## config.mk

```make
export PLATFORM = sky130hd
export DESIGN_NAME = midi_running_status_parser_top
export DESIGN_NICKNAME = d
export VERILOG_FILES = /design/src/mrsp_pkg.sv /design/src/mrsp_port_state.sv /design/src/mrsp_decode.sv /design/src/mrsp_result_fifo.sv /design/src/midi_running_status_parser_top.sv
export VERILOG_INCLUDE_DIRS = /design/src /design/src/src
export SDC_FILE = /design/constraint.sdc
export NUM_CORES = 1
export LEC_CHECK = 0
export BUFFER_PORTS_ARGS = -buffer_cell sky130_fd_sc_hd__buf_4
export CAP_MARGIN = 20
export CORE_ASPECT_RATIO = 0.8
export CORE_UTILIZATION = 35
export DETAILED_ROUTE_END_ITERATION = 7
export GPL_ROUTABILITY_DRIVEN = 0
export PLACE_DENSITY = 0.6
export SLEW_MARGIN = 15
export SYNTH_ARGS = -nofsm -noshare
export SYNTH_HDL_FRONTEND = slang
export SYNTH_SLANG_ARGS = --single-unit
export TNS_END_PERCENT = 5
```

## constraint.sdc

```tcl
create_clock -name aclk -period 8.4 [get_ports aclk]
set_input_delay 1.68 -clock aclk [delete_from_list [all_inputs] [get_ports aclk]]
set_output_delay 1.68 -clock aclk [all_outputs]
set_load 0.02 [all_outputs]
```

## src/midi_running_status_parser_top_assert.svh

```systemverilog
// assertion macros for the parser modules, used by the result queue
`ifndef MIDI_RUNNING_STATUS_PARSER_TOP_ASSERT_SVH
`define MIDI_RUNNING_STATUS_PARSER_TOP_ASSERT_SVH

`ifndef ASSERT_OFF
// clocked property, ignored while reset is held
`define MRSP_ASSERT(label, clk, rstn, prop) \
    label: assert property (@(posedge clk) disable iff (!rstn) prop) \
        else $error("mrsp assertion failed");
// clocked property, checked during reset as well
`define MRSP_ASSERT_ALWAYS(label, clk, prop) \
    label: assert property (@(posedge clk) prop) \
        else $error("mrsp assertion failed");
`else
`define MRSP_ASSERT(label, clk, rstn, prop)
`define MRSP_ASSERT_ALWAYS(label, clk, prop)
`endif

`endif

```

## src/mrsp_pkg.sv

```systemverilog
package mrsp_pkg;

    localparam int PORTS      = 16;
    localparam int PORT_W     = 4;
    localparam int PORT_IDX_W = (PORTS > 1) ? $clog2(PORTS) : 1;

    // event kinds
    localparam logic [3:0] K_REALTIME = 4'd0;
    localparam logic [3:0] K_RAW      = 4'd1;
    localparam logic [3:0] K_SYSEX    = 4'd2;
    localparam logic [3:0] K_NOTEON   = 4'd3;
    localparam logic [3:0] K_POLY     = 4'd4;
    localparam logic [3:0] K_CONTROL  = 4'd5;
    localparam logic [3:0] K_PROGRAM  = 4'd6;
    localparam logic [3:0] K_CHTOUCH  = 4'd7;
    localparam logic [3:0] K_BEND     = 4'd8;

    // status and command bytes
    localparam logic [7:0] ST_NONE     = 8'h00;
    localparam logic [7:0] ST_REALTIME = 8'hf8;
    localparam logic [7:0] ST_SYSEX    = 8'hf0;
    localparam logic [7:0] ST_EOX      = 8'hf7;
    localparam logic [7:0] ST_F4       = 8'hf4;
    localparam logic [7:0] ST_F5       = 8'hf5;
    localparam logic [7:0] ST_F6       = 8'hf6;
    localparam logic [7:0] CMD_MASK    = 8'hf0;
    localparam logic [7:0] CMD_NOTEOFF = 8'h80;
    localparam logic [7:0] CMD_NOTEON  = 8'h90;
    localparam logic [7:0] CMD_POLY    = 8'ha0;
    localparam logic [7:0] CMD_CONTROL = 8'hb0;
    localparam logic [7:0] CMD_PROGRAM = 8'hc0;
    localparam logic [7:0] CMD_CHTOUCH = 8'hd0;
    localparam logic [7:0] CMD_BEND    = 8'he0;

    localparam int FIFO_DEPTH = 4;
    localparam int FIFO_PTR_W = $clog2(FIFO_DEPTH);
    localparam int FIFO_CNT_W = $clog2(FIFO_DEPTH + 1);

    typedef struct packed {
        logic [3:0]  event_kind;
        logic [3:0]  event_port;
        logic [3:0]  channel;
        logic [7:0]  first_value;
        logic [13:0] second_value;
        logic        last;
    } result_t;

    // per-port parser state as seen by the decoder
    typedef struct packed {
        logic [7:0] status;
        logic       pending;
        logic [6:0] first_data;
    } port_state_t;

    // state update for the port in flight
    typedef struct packed {
        logic       st_we;
        logic [7:0] status;
        logic       pending;
        logic       fd_we;
        logic [6:0] first_data;
    } state_wr_t;

    // decoder output: up to two results and the state update
    typedef struct packed {
        logic [1:0] count;
        result_t    r0;
        result_t    r1;
        state_wr_t  wr;
    } decode_t;

endpackage

```

## src/mrsp_port_state.sv

```systemverilog
module mrsp_port_state (
    input  logic                        aclk,
    input  logic                        aresetn,
    input  logic [mrsp_pkg::PORT_W-1:0] port,
    input  logic                        wr_en,
    input  mrsp_pkg::state_wr_t         wr,
    output mrsp_pkg::port_state_t       rd
);
    import mrsp_pkg::*;

    logic [7:0] status_reg  [PORTS];
    logic       pending_reg [PORTS];
    logic [6:0] first_reg   [PORTS];
    logic [PORT_IDX_W-1:0] idx;

    assign idx = PORT_IDX_W'(port);

    assign rd.status     = status_reg[idx];
    assign rd.pending    = pending_reg[idx];
    assign rd.first_data = first_reg[idx];

    always_ff @(posedge aclk) begin
        if (!aresetn) begin
            for (int i = 0; i < PORTS; i++) begin
                status_reg[i]  <= ST_NONE;
                pending_reg[i] <= 1'b0;
            end
        end else if (wr_en && wr.st_we) begin
            status_reg[idx]  <= wr.status;
            pending_reg[idx] <= wr.pending;
        end
    end

    // first data byte is only read while pending, so it needs no reset
    always_ff @(posedge aclk) begin
        if (wr_en && wr.fd_we) begin
            first_reg[idx] <= wr.first_data;
        end
    end

endmodule

```

## src/mrsp_decode.sv

```systemverilog
module mrsp_decode (
    input  logic [mrsp_pkg::PORT_W-1:0] port,
    input  logic [7:0]                  data_byte,
    input  mrsp_pkg::port_state_t       st,
    output mrsp_pkg::decode_t           dec
);
    import mrsp_pkg::*;

    logic [7:0] cmd;
    logic [3:0] chan;
    logic       port_ok;
    logic       chan_two;

    assign port_ok  = (int'(port) < PORTS);
    assign cmd      = (st.status >= CMD_MASK) ? st.status : (st.status & CMD_MASK);
    assign chan     = st.status[3:0];
    assign chan_two = (cmd == CMD_NOTEOFF) || (cmd == CMD_NOTEON) || (cmd == CMD_POLY) ||
                      (cmd == CMD_CONTROL) || (cmd == CMD_BEND);

    always_comb begin
        dec = '0;
        // raw byte event is the first result, except for real-time bytes
        dec.r0.event_kind  = K_RAW;
        dec.r0.event_port  = port;
        dec.r0.first_value = data_byte;
        dec.r1.event_port  = port;
        dec.r1.first_value = data_byte;
        dec.r1.last        = 1'b1;
        dec.wr.status      = st.status;
        dec.wr.pending     = st.pending;
        dec.wr.first_data  = data_byte[6:0];

        priority if (!port_ok) begin
            dec.count = 2'd0;
        end else if (data_byte >= ST_REALTIME) begin
            dec.count         = 2'd1;
            dec.r0.event_kind = K_REALTIME;
        end else if (data_byte[7]) begin
            // status byte: always drops a pending first byte
            dec.wr.st_we   = 1'b1;
            dec.wr.pending = 1'b0;
            if ((data_byte == ST_EOX) || (data_byte == ST_F4) ||
                (data_byte == ST_F5) || (data_byte == ST_F6)) begin
                dec.wr.status = ST_NONE;
            end else begin
                dec.wr.status = data_byte;
            end
            if ((data_byte == ST_SYSEX) || (data_byte == ST_EOX)) begin
                dec.count         = 2'd2;
                dec.r1.event_kind = K_SYSEX;
            end else begin
                dec.count = 2'd1;
            end
        end else if (cmd == ST_SYSEX) begin
            dec.count         = 2'd2;
            dec.r1.event_kind = K_SYSEX;
        end else if ((cmd == CMD_PROGRAM) || (cmd == CMD_CHTOUCH)) begin
            dec.count         = 2'd2;
            dec.r1.event_kind = (cmd == CMD_PROGRAM) ? K_PROGRAM : K_CHTOUCH;
            dec.r1.channel    = chan;
        end else if (chan_two && !st.pending) begin
            // hold the first data byte
            dec.count      = 2'd1;
            dec.wr.st_we   = 1'b1;
            dec.wr.pending = 1'b1;
            dec.wr.fd_we   = 1'b1;
        end else if (chan_two) begin
            dec.count          = 2'd2;
            dec.wr.st_we       = 1'b1;
            dec.wr.pending     = 1'b0;
            dec.r1.channel     = chan;
            dec.r1.first_value = {1'b0, st.first_data};
            unique case (cmd)
                CMD_BEND: begin
                    dec.r1.event_kind   = K_BEND;
                    dec.r1.second_value = {data_byte[6:0], st.first_data};
                end
                CMD_NOTEOFF: begin
                    // note off goes out as note on, velocity zero
                    dec.r1.event_kind   = K_NOTEON;
                    dec.r1.second_value = '0;
                end
                CMD_NOTEON: begin
                    dec.r1.event_kind   = K_NOTEON;
                    dec.r1.second_value = {7'd0, data_byte[6:0]};
                end
                CMD_POLY: begin
                    dec.r1.event_kind   = K_POLY;
                    dec.r1.second_value = {7'd0, data_byte[6:0]};
                end
                default: begin
                    dec.r1.event_kind   = K_CONTROL;
                    dec.r1.second_value = {7'd0, data_byte[6:0]};
                end
            endcase
        end else begin
            // no status or system common status: data dropped
            dec.count = 2'd1;
        end

        dec.r0.last = (dec.count == 2'd1);
    end

endmodule

```

## src/mrsp_result_fifo.sv

```systemverilog
`include "midi_running_status_parser_top_assert.svh"

module mrsp_result_fifo (
    input  logic              aclk,
    input  logic              aresetn,
    input  logic [1:0]        push_n,
    input  mrsp_pkg::result_t push_r0,
    input  mrsp_pkg::result_t push_r1,
    output logic              room2,
    output logic              out_valid,
    input  logic              out_ready,
    output mrsp_pkg::result_t out_word
);
    import mrsp_pkg::*;

    result_t               mem_reg [FIFO_DEPTH];
    logic [FIFO_PTR_W-1:0] wr_ptr_reg, wr_ptr_next;
    logic [FIFO_PTR_W-1:0] rd_ptr_reg, rd_ptr_next;
    logic [FIFO_CNT_W-1:0] count_reg, count_next;
    logic [FIFO_PTR_W-1:0] wr_ptr_p1;
    logic                  pop;

    assign pop       = out_valid && out_ready;
    assign out_valid = (count_reg != '0);
    assign out_word  = mem_reg[rd_ptr_reg];
    assign room2     = (count_reg <= FIFO_CNT_W'(FIFO_DEPTH - 2));
    assign wr_ptr_p1 = wr_ptr_reg + 1'b1;

    always_comb begin
        wr_ptr_next = wr_ptr_reg + FIFO_PTR_W'(push_n);
        rd_ptr_next = rd_ptr_reg + FIFO_PTR_W'(pop);
        count_next  = count_reg + FIFO_CNT_W'(push_n) - FIFO_CNT_W'(pop);
    end

    always_ff @(posedge aclk) begin
        if (!aresetn) begin
            wr_ptr_reg <= '0;
            rd_ptr_reg <= '0;
            count_reg  <= '0;
        end else begin
            wr_ptr_reg <= wr_ptr_next;
            rd_ptr_reg <= rd_ptr_next;
            count_reg  <= count_next;
        end
    end

    always_ff @(posedge aclk) begin
        for (int i = 0; i < FIFO_DEPTH; i++) begin
            if ((push_n != 2'd0) && (FIFO_PTR_W'(i) == wr_ptr_reg)) begin
                mem_reg[i] <= push_r0;
            end
            if ((push_n == 2'd2) && (FIFO_PTR_W'(i) == wr_ptr_p1)) begin
                mem_reg[i] <= push_r1;
            end
        end
    end

    `MRSP_ASSERT(a_count_bound, aclk, aresetn, count_reg <= FIFO_CNT_W'(FIFO_DEPTH))
    `MRSP_ASSERT(a_push_room, aclk, aresetn, (push_n != 2'd0) |-> room2)
    `MRSP_ASSERT(a_pop_only, aclk, aresetn, (pop && (push_n == 2'd0)) |=> (count_reg == $past(count_reg) - 1'b1))

endmodule

```

## src/midi_running_status_parser_top.sv

```systemverilog
// flow: a word is taken into the input register, decoded there, and its one or two
//   results are pushed into the result queue; one word per cycle enters while the queue
//   has room for two results, and results leave at one per cycle while m_tready is high
// reset: aresetn synchronous active low, clears running status and pending flags
//   of every port and empties the input register and result queue at once
module midi_running_status_parser_top (
    input  logic        aclk,
    input  logic        aresetn,
    // input stream
    input  logic        s_tvalid,
    output logic        s_tready,
    input  logic [15:0] s_tdata,   // port[3:0], data_byte[11:4], zero[15:12]
    // result stream
    output logic        m_tvalid,
    input  logic        m_tready,
    output logic [31:0] m_tdata,   // event_port[3:0], channel[7:4],
                                   // first_value[15:8], second_value[29:16], zero[31:30]
    output logic [3:0]  m_tuser,   // event_kind[3:0]
    output logic        m_tlast    // last result of this input word
);
    import mrsp_pkg::*;

    // input register
    logic              in_valid_reg, in_valid_next;
    logic [PORT_W-1:0] in_port_reg;
    logic [7:0]        in_byte_reg;
    logic              s_take;

    // processing
    logic        fire;
    logic        room2;
    port_state_t st_rd;
    decode_t     dec;
    logic [1:0]  push_n;
    result_t     out_word;

    assign s_take   = s_tvalid && s_tready;
    // the word in the register is processed once the queue has space for two results
    assign fire     = in_valid_reg && room2;
    assign s_tready = !in_valid_reg || fire;
    assign push_n   = fire ? dec.count : 2'd0;

    always_comb begin
        in_valid_next = in_valid_reg;
        if (s_take) begin
            in_valid_next = 1'b1;
        end else if (fire) begin
            in_valid_next = 1'b0;
        end
    end

    always_ff @(posedge aclk) begin
        if (!aresetn) begin
            in_valid_reg <= 1'b0;
        end else begin
            in_valid_reg <= in_valid_next;
        end
    end

    // payload needs no reset
    always_ff @(posedge aclk) begin
        if (s_take) begin
            in_port_reg <= s_tdata[3:0];
            in_byte_reg <= s_tdata[11:4];
        end
    end

    // per-port running status, pending flag and held first byte
    mrsp_port_state u_state (
        .aclk    (aclk),
        .aresetn (aresetn),
        .port    (in_port_reg),
        .wr_en   (fire),
        .wr      (dec.wr),
        .rd      (st_rd)
    );

    // byte classification and message assembly
    mrsp_decode u_decode (
        .port      (in_port_reg),
        .data_byte (in_byte_reg),
        .st        (st_rd),
        .dec       (dec)
    );

    // result queue parts the two sides of the block
    mrsp_result_fifo u_fifo (
        .aclk      (aclk),
        .aresetn   (aresetn),
        .push_n    (push_n),
        .push_r0   (dec.r0),
        .push_r1   (dec.r1),
        .room2     (room2),
        .out_valid (m_tvalid),
        .out_ready (m_tready),
        .out_word  (out_word)
    );

    assign m_tdata = {2'b00, out_word.second_value, out_word.first_value,
                      out_word.channel, out_word.event_port};
    assign m_tuser = out_word.event_kind;
    assign m_tlast = out_word.last;

endmodule
```

Word level (Yosys, flattened, before mapping). Memories as Yosys holds them, arrays and structs flattened. A register that Yosys moved wholly into a read port is not among the register bits. Cells that the tools add are included.

Add/subtract/negate cells: 5. Magnitude comparators: 3. Equality and inequality tests: 21. Multiplexer cells: 86. Bitwise logic cells: 4. Reductions and logical operators: 36.

Operator list (number): $mux 35 (6); $mux 26 (5); $eq 8x8->1 const B (13); $reduce_or 35->1 (2); $mux 4 (13); $mux 1 (41); $mux 2 (14); $pmux 14 s2 (1); $mux 8 (3); $mux 22 (1); $ge 8x8->1 const B (2); $logic_and 1x1->1 (14); $pmux 4 s3 (1); $mux 11 (1); $logic_or 1x1->1 (10); $eq 2x2->1 const A (4); $reduce_or 8->1 (1); $eq 1x2->1 const A (2); $logic_not 2->1 (2); $or 1x1->1 (4); $reduce_bool 2->1 (2); $add 3x2->3 (1); $le 3x2->1 const B (1); $reduce_bool 3->1 (1); other kinds (9) (10).

Bits in registers: 20. Memory bits (writable): 396. Input bits: 20. Output and inout bits: 39. Logic and storage cells: 165. Memories kept: 4.

Memories: u_fifo.mem_reg (words 4, bits a word 35, read ports 1, clocked after Yosys merged registers in 1, wr ports 2, RTL line mrsp_result_fifo.sv:16) `result_t mem_reg [FIFO_DEPTH];`; u_state.status_reg (words 16, bits a word 8, read ports 1, clocked after Yosys merged registers in 1, wr ports 16, RTL line mrsp_port_state.sv:11) `logic [7:0] status_reg [PORTS];`; u_state.first_reg (words 16, bits a word 7, read ports 1, clocked after Yosys merged registers in 1, wr ports 1, RTL line mrsp_port_state.sv:13) `logic [6:0] first_reg [PORTS];`; u_state.pending_reg (words 16, bits a word 1, read ports 1, clocked after Yosys merged registers in 1, wr ports 16, RTL line mrsp_port_state.sv:12) `logic pending_reg [PORTS];`.

Logic depth before layout (Yosys ltp).
Word-level depth: 21. Depth in mapped cells: 17. Gate-level depth less buffers: 14.

By module. From an unflattened synthesis, not the netlist that was laid out.

Cells, all modules: 1226. Area total of the unflattened synthesis: 19621.3 um2.

By module, submodules not included: mrsp_port_state (times used 1, cells each 677, area an instance 10781.6 um2, sequential area each 7527.2 um2); mrsp_result_fifo (times used 1, cells each 388, area an instance 7347.0 um2, sequential area each 4344.2 um2); mrsp_decode (times used 1, cells each 138, area an instance 1033.5 um2, sequential area each 0.0 um2); midi_running_status_parser_top (times used 1, cells each 23, area an instance 459.2 um2, sequential area each 380.4 um2).

Least setup slack after synthesis. Ideal clock, no wire load.

Path type: register -> register. Start: reg with a tool-made name. End: mem u_fifo.mem_reg[1][0] (netlist bit), enable pin. Library setup time: 481 ps. Arrival: 5355 ps. Required time: 7919 ps. Slack: 2565 ps. Cell stages (with the launch flop): 11. Buffers on the path: 4. Period minus slack after synthesis: 5835 ps. Cell sequence: dfxtp_1 -> buf_6 -> buf_6 -> buf_2 -> buf_2 -> mux4_2 -> mux4_2 -> ha_1 -> nand2b_1 -> o21ai_1 -> a211oi_1.

RTL lines (RTL line): end, declared (mrsp_result_fifo.sv:16).

==> results.py <==
metrics = {
    "worst_hold_path": {
        "whs_endpoint": "u_state.pending_reg[4]",
        "min_delay_path_depth": 2,
        "min-delay-start": "u_state.pending_reg[4]",
        "hold_class": "reg -> reg",
    },
    "synth": {
        "synth.area.top_cells": "edfxtp_1, mux4_2, nor2_1",
        "syn_area_mm2": 0.0184,
        "synth_seq_cells": 420,
        "synth.most_common_cell": "edfxtp_1",
        "synth_ff_type": "edfxtp_1",
        "synth_cells": 1192,
        "synth_cell_types": 57,
        "synthTopCellsByCount": "edfxtp_1, nor2_1, mux4_2, nand2_1, clkbuf_1",
        "ys_async_sr_fraction": 0,
        "yosysSeqAreaShare": 0.669,
        "synth.top_cell.area_share": 0.638,
        "avgSynthCellArea_um2": 15.4,
        "synth_edf_count": 391,
        "synth_top_cell_by_area": "edfxtp_1",
        "yosys_warnings": 0,
    },
    "finish": {
        "largest_reg_flops": 140,
        "n_antenna_cell": 0,
        "nNetsFinal": 1271,
        "drive_above_1_share": 0.247,
        "syn_to_final_growth_pct": 14.6,
        "fill_cells": 4713,
    },
    "floorplan": {
        "dieArea_mm2": 0.0535,
        "core_region_area_mm2": 0.0515,
        "start_util": 0.358,
        "rows": 74,
        "ios": 59,
        "die_h_um": 207,
        "die_x_um": 258,
    },
    "sta": {
        "slew_viol_final": 0,
        "fin_crit_sh": 0.664,
        "worstMarginPinSlew_ns": 0.963,
        "hold_violations": 0,
        "whs_ns": 0.467,
        "fin_tns_setup_ns": 0,
        "finalWorstPathRequiredPeriod_ns": 5.58,
        "clock_skew_ns": 0.0218,
        "setup_ws_ns": 2.82,
        "setup_violations": 0,
        "rsz0062_at_grt": "false",
        "slew_headroom": 0.339,
        "max_freq_mhz": 179,
    },
    "cts": {
        "clock_latency_ns": 0.58,
        "post_cts_resize_count": 0,
        "cts_hold_buffers": 0,
        "htree_levels": 2,
        "post_cts_buffers": 0,
        "cts_tree": "done",
        "numCtsBuffers": 44,
        "path_clk_slew_ns": 0.06,
        "cts_root_buffer": "clkbuf_16",
        "cts.sinks": 420,
        "cts_max_path_buffers": 3,
    },
    "pwr": {
        "power.total_mw": 5.45,
        "p_per_area_mw_per_mm2": 258,
        "comb_power_share": 0.182,
        "ir_worst_vdd_uv": 124,
        "p_clk_frac": 0.364,
        "swShare": 0.271,
        "p_leak_nw": 6.80,
        "p_seq_frac": 0.454,
        "switchingPower_mw": 1.48,
        "p_int_mw": 3.98,
    },
    "worst_setup_path": {
        "crit_arrival_ns": 5.82,
        "crit_type": "reg -> reg",
        "cpMostUsedCell": "buf_4",
        "slowest_stage": "dfxtp_4",
        "r2r_cells": 10,
        "critPathMaxFanout": 37,
        "required_ns": 8.64,
        "r2r_setup_slack_ns": 2.82,
        "r2r-end": "u_fifo.mem_reg[3][0]",
        "path_cells": "buf_4, mux4_2, a22oi_1, nand2_1, or3_1, o211ai_2, buf_4, o21ai_1, o21ai_4, buf_4",
        "cp_slowest_stage_delay_ns": 0.85,
        "crit_path_end_kind": "flop",
        "critPathLaunchType": "flop",
    },
    "route": {
        "firstDrtPassIters": 5,
        "drc": 0,
        "via_per_inst": 5.35,
        "drt_iter0_markers": 1071,
        "finalWirelength_um": 43900,
        "ant_nets": 0,
        "dr_total_vias": 10486,
        "wl_per_cell_um": 22.4,
    },
    "outcome": {
        "outcome": "finished, final reports clean",
    },
    "global_routing": {
        "grt_max_degree": 45,
        "antenna_found_initial": 0,
        "grt_pass1_wl_um": 66800,
        "grt_overflow": 0,
        "grt_pass1_vias": 10544,
        "grt_usage": 0.166,
    },
    "placed_design": {
        "place_hpwl_um": 27300,
        "dp_worst_setup_slack_ns": 2.77,
        "io_buffers": 52,
    },
    "run": {
        "cap_viol_max_count": 0,
    },
}
cell families (layout without fill, tap and decap cells):
family,after synthesis,in the layout,share of synthesized area
other cells,1,2,0.000204
xor+xnor,5,5,0.00238
compound gates,122,122,0.0475
mux,146,146,0.152
flops,420,420,0.669
simple gates,376,376,0.0952
fa+ha+maj,9,9,0.00653
buf+inv,113,197,0.0272
how the worst max path moves through the flow:
stage          from                    end  cells past startpoint
2_1_floorplan  flop   u_fifo.mem_reg[1][0]                     10
3_3_place_gp   flop   u_fifo.mem_reg[3][0]                     10
3_5_place_dp   flop   u_fifo.mem_reg[3][0]                     10
4_1_cts        flop   u_fifo.mem_reg[3][0]                     10
5_1_grt        flop  u_fifo.mem_reg[3][12]                     13
6_report       flop   u_fifo.mem_reg[3][0]                     10
through the flow:
| stage | util | instances | instance area, um2 |
|---|---|---|---|
| 6_report | 0.410 | 1961 | 21100 |
| 3_3_place_gp | 0.381 | 1880 | 19600 |
| 4_1_cts | 0.410 | 1961 | 21100 |
| 5_1_grt | 0.410 | 1961 | 21100 |
| 3_5_place_dp | 0.381 | 1880 | 19600 |
| 2_1_floorplan | - | 1193 | 18400 |
routing by layer:
| layer | vias to the layer above | GRT usage | part of all wire | wire [um] |
|---|---|---|---|---|
| met5 | - | 0 | 0 | 0 |
| met2 | 351 | 0.259 | 0.47 | 20400 |
| met1 | 5371 | 0.238 | 0.45 | 19800 |
| met4 | 0 | 0.0465 | 0.019 | 813 |
| met3 | 60 | 0.0288 | 0.065 | 2850 |
| li1 | 4704 | - | - | - |
layout by cell type, fill, tap and decap left out, types with 4 or more instances in the layout:
cell type,instances
or3_1,4
nor4_1,15
dfxtp_2,4
bufinv_16,5
and2_1,15
nor3_2,20
inv_1,17
a22oi_1,14
clkbuf_16,46
o211ai_1,6
nand2_1,67
o221ai_1,5
mux2_2,4
or2_2,7
nor3_1,11
and4_1,4
mux2i_1,36
a21o_1,8
o2111ai_1,7
clkinv_2,10
a2111o_1,11
o21ai_1,4
ha_1,8
buf_4,98
clkinv_1,8
dfxtp_1,24
nand2b_1,7
a21boi_1,7
clkbuf_1,7
o22ai_1,4
nand3_1,17
edfxtp_1,391
nor2b_1,4
nor2_1,194
mux4_2,106
xnor2_1,4
o21ai_0,24
a21oi_1,15
critical path: cells and delay by family (launching register included):
kind                   cells  cell delay [ns]
AOI/OAI and AO/OA          4             1.79
muxes                      1             0.61
buffers and inverters      3             1.41
and+or+nand+nor            2             0.55
DFF                        1             0.85
power by group through the flow:
stage	sequential, mW	clock (mW)	combinational [mW]
after floorplan	2.47	0	0.691
after global placement	2.52	0	0.987
after detailed placement	2.53	0	0.999
after CTS	2.48	2.03	1.00
after global routing	2.49	2.10	1.06
final	2.48	1.98	0.990
area by class of cell:
class                   instances  area, um2  area share
flip-flops and latches        420      12300       0.584
multi-input cells             660       5640       0.267
clock buffers                  56       1220      0.0577
well taps                     684        856      0.0406
repair buffers                 98        736      0.0349
clock inverters                25        259      0.0123
inverters                      18       67.6     0.00320
Note: power is estimated with default switching activity, not from simulation.
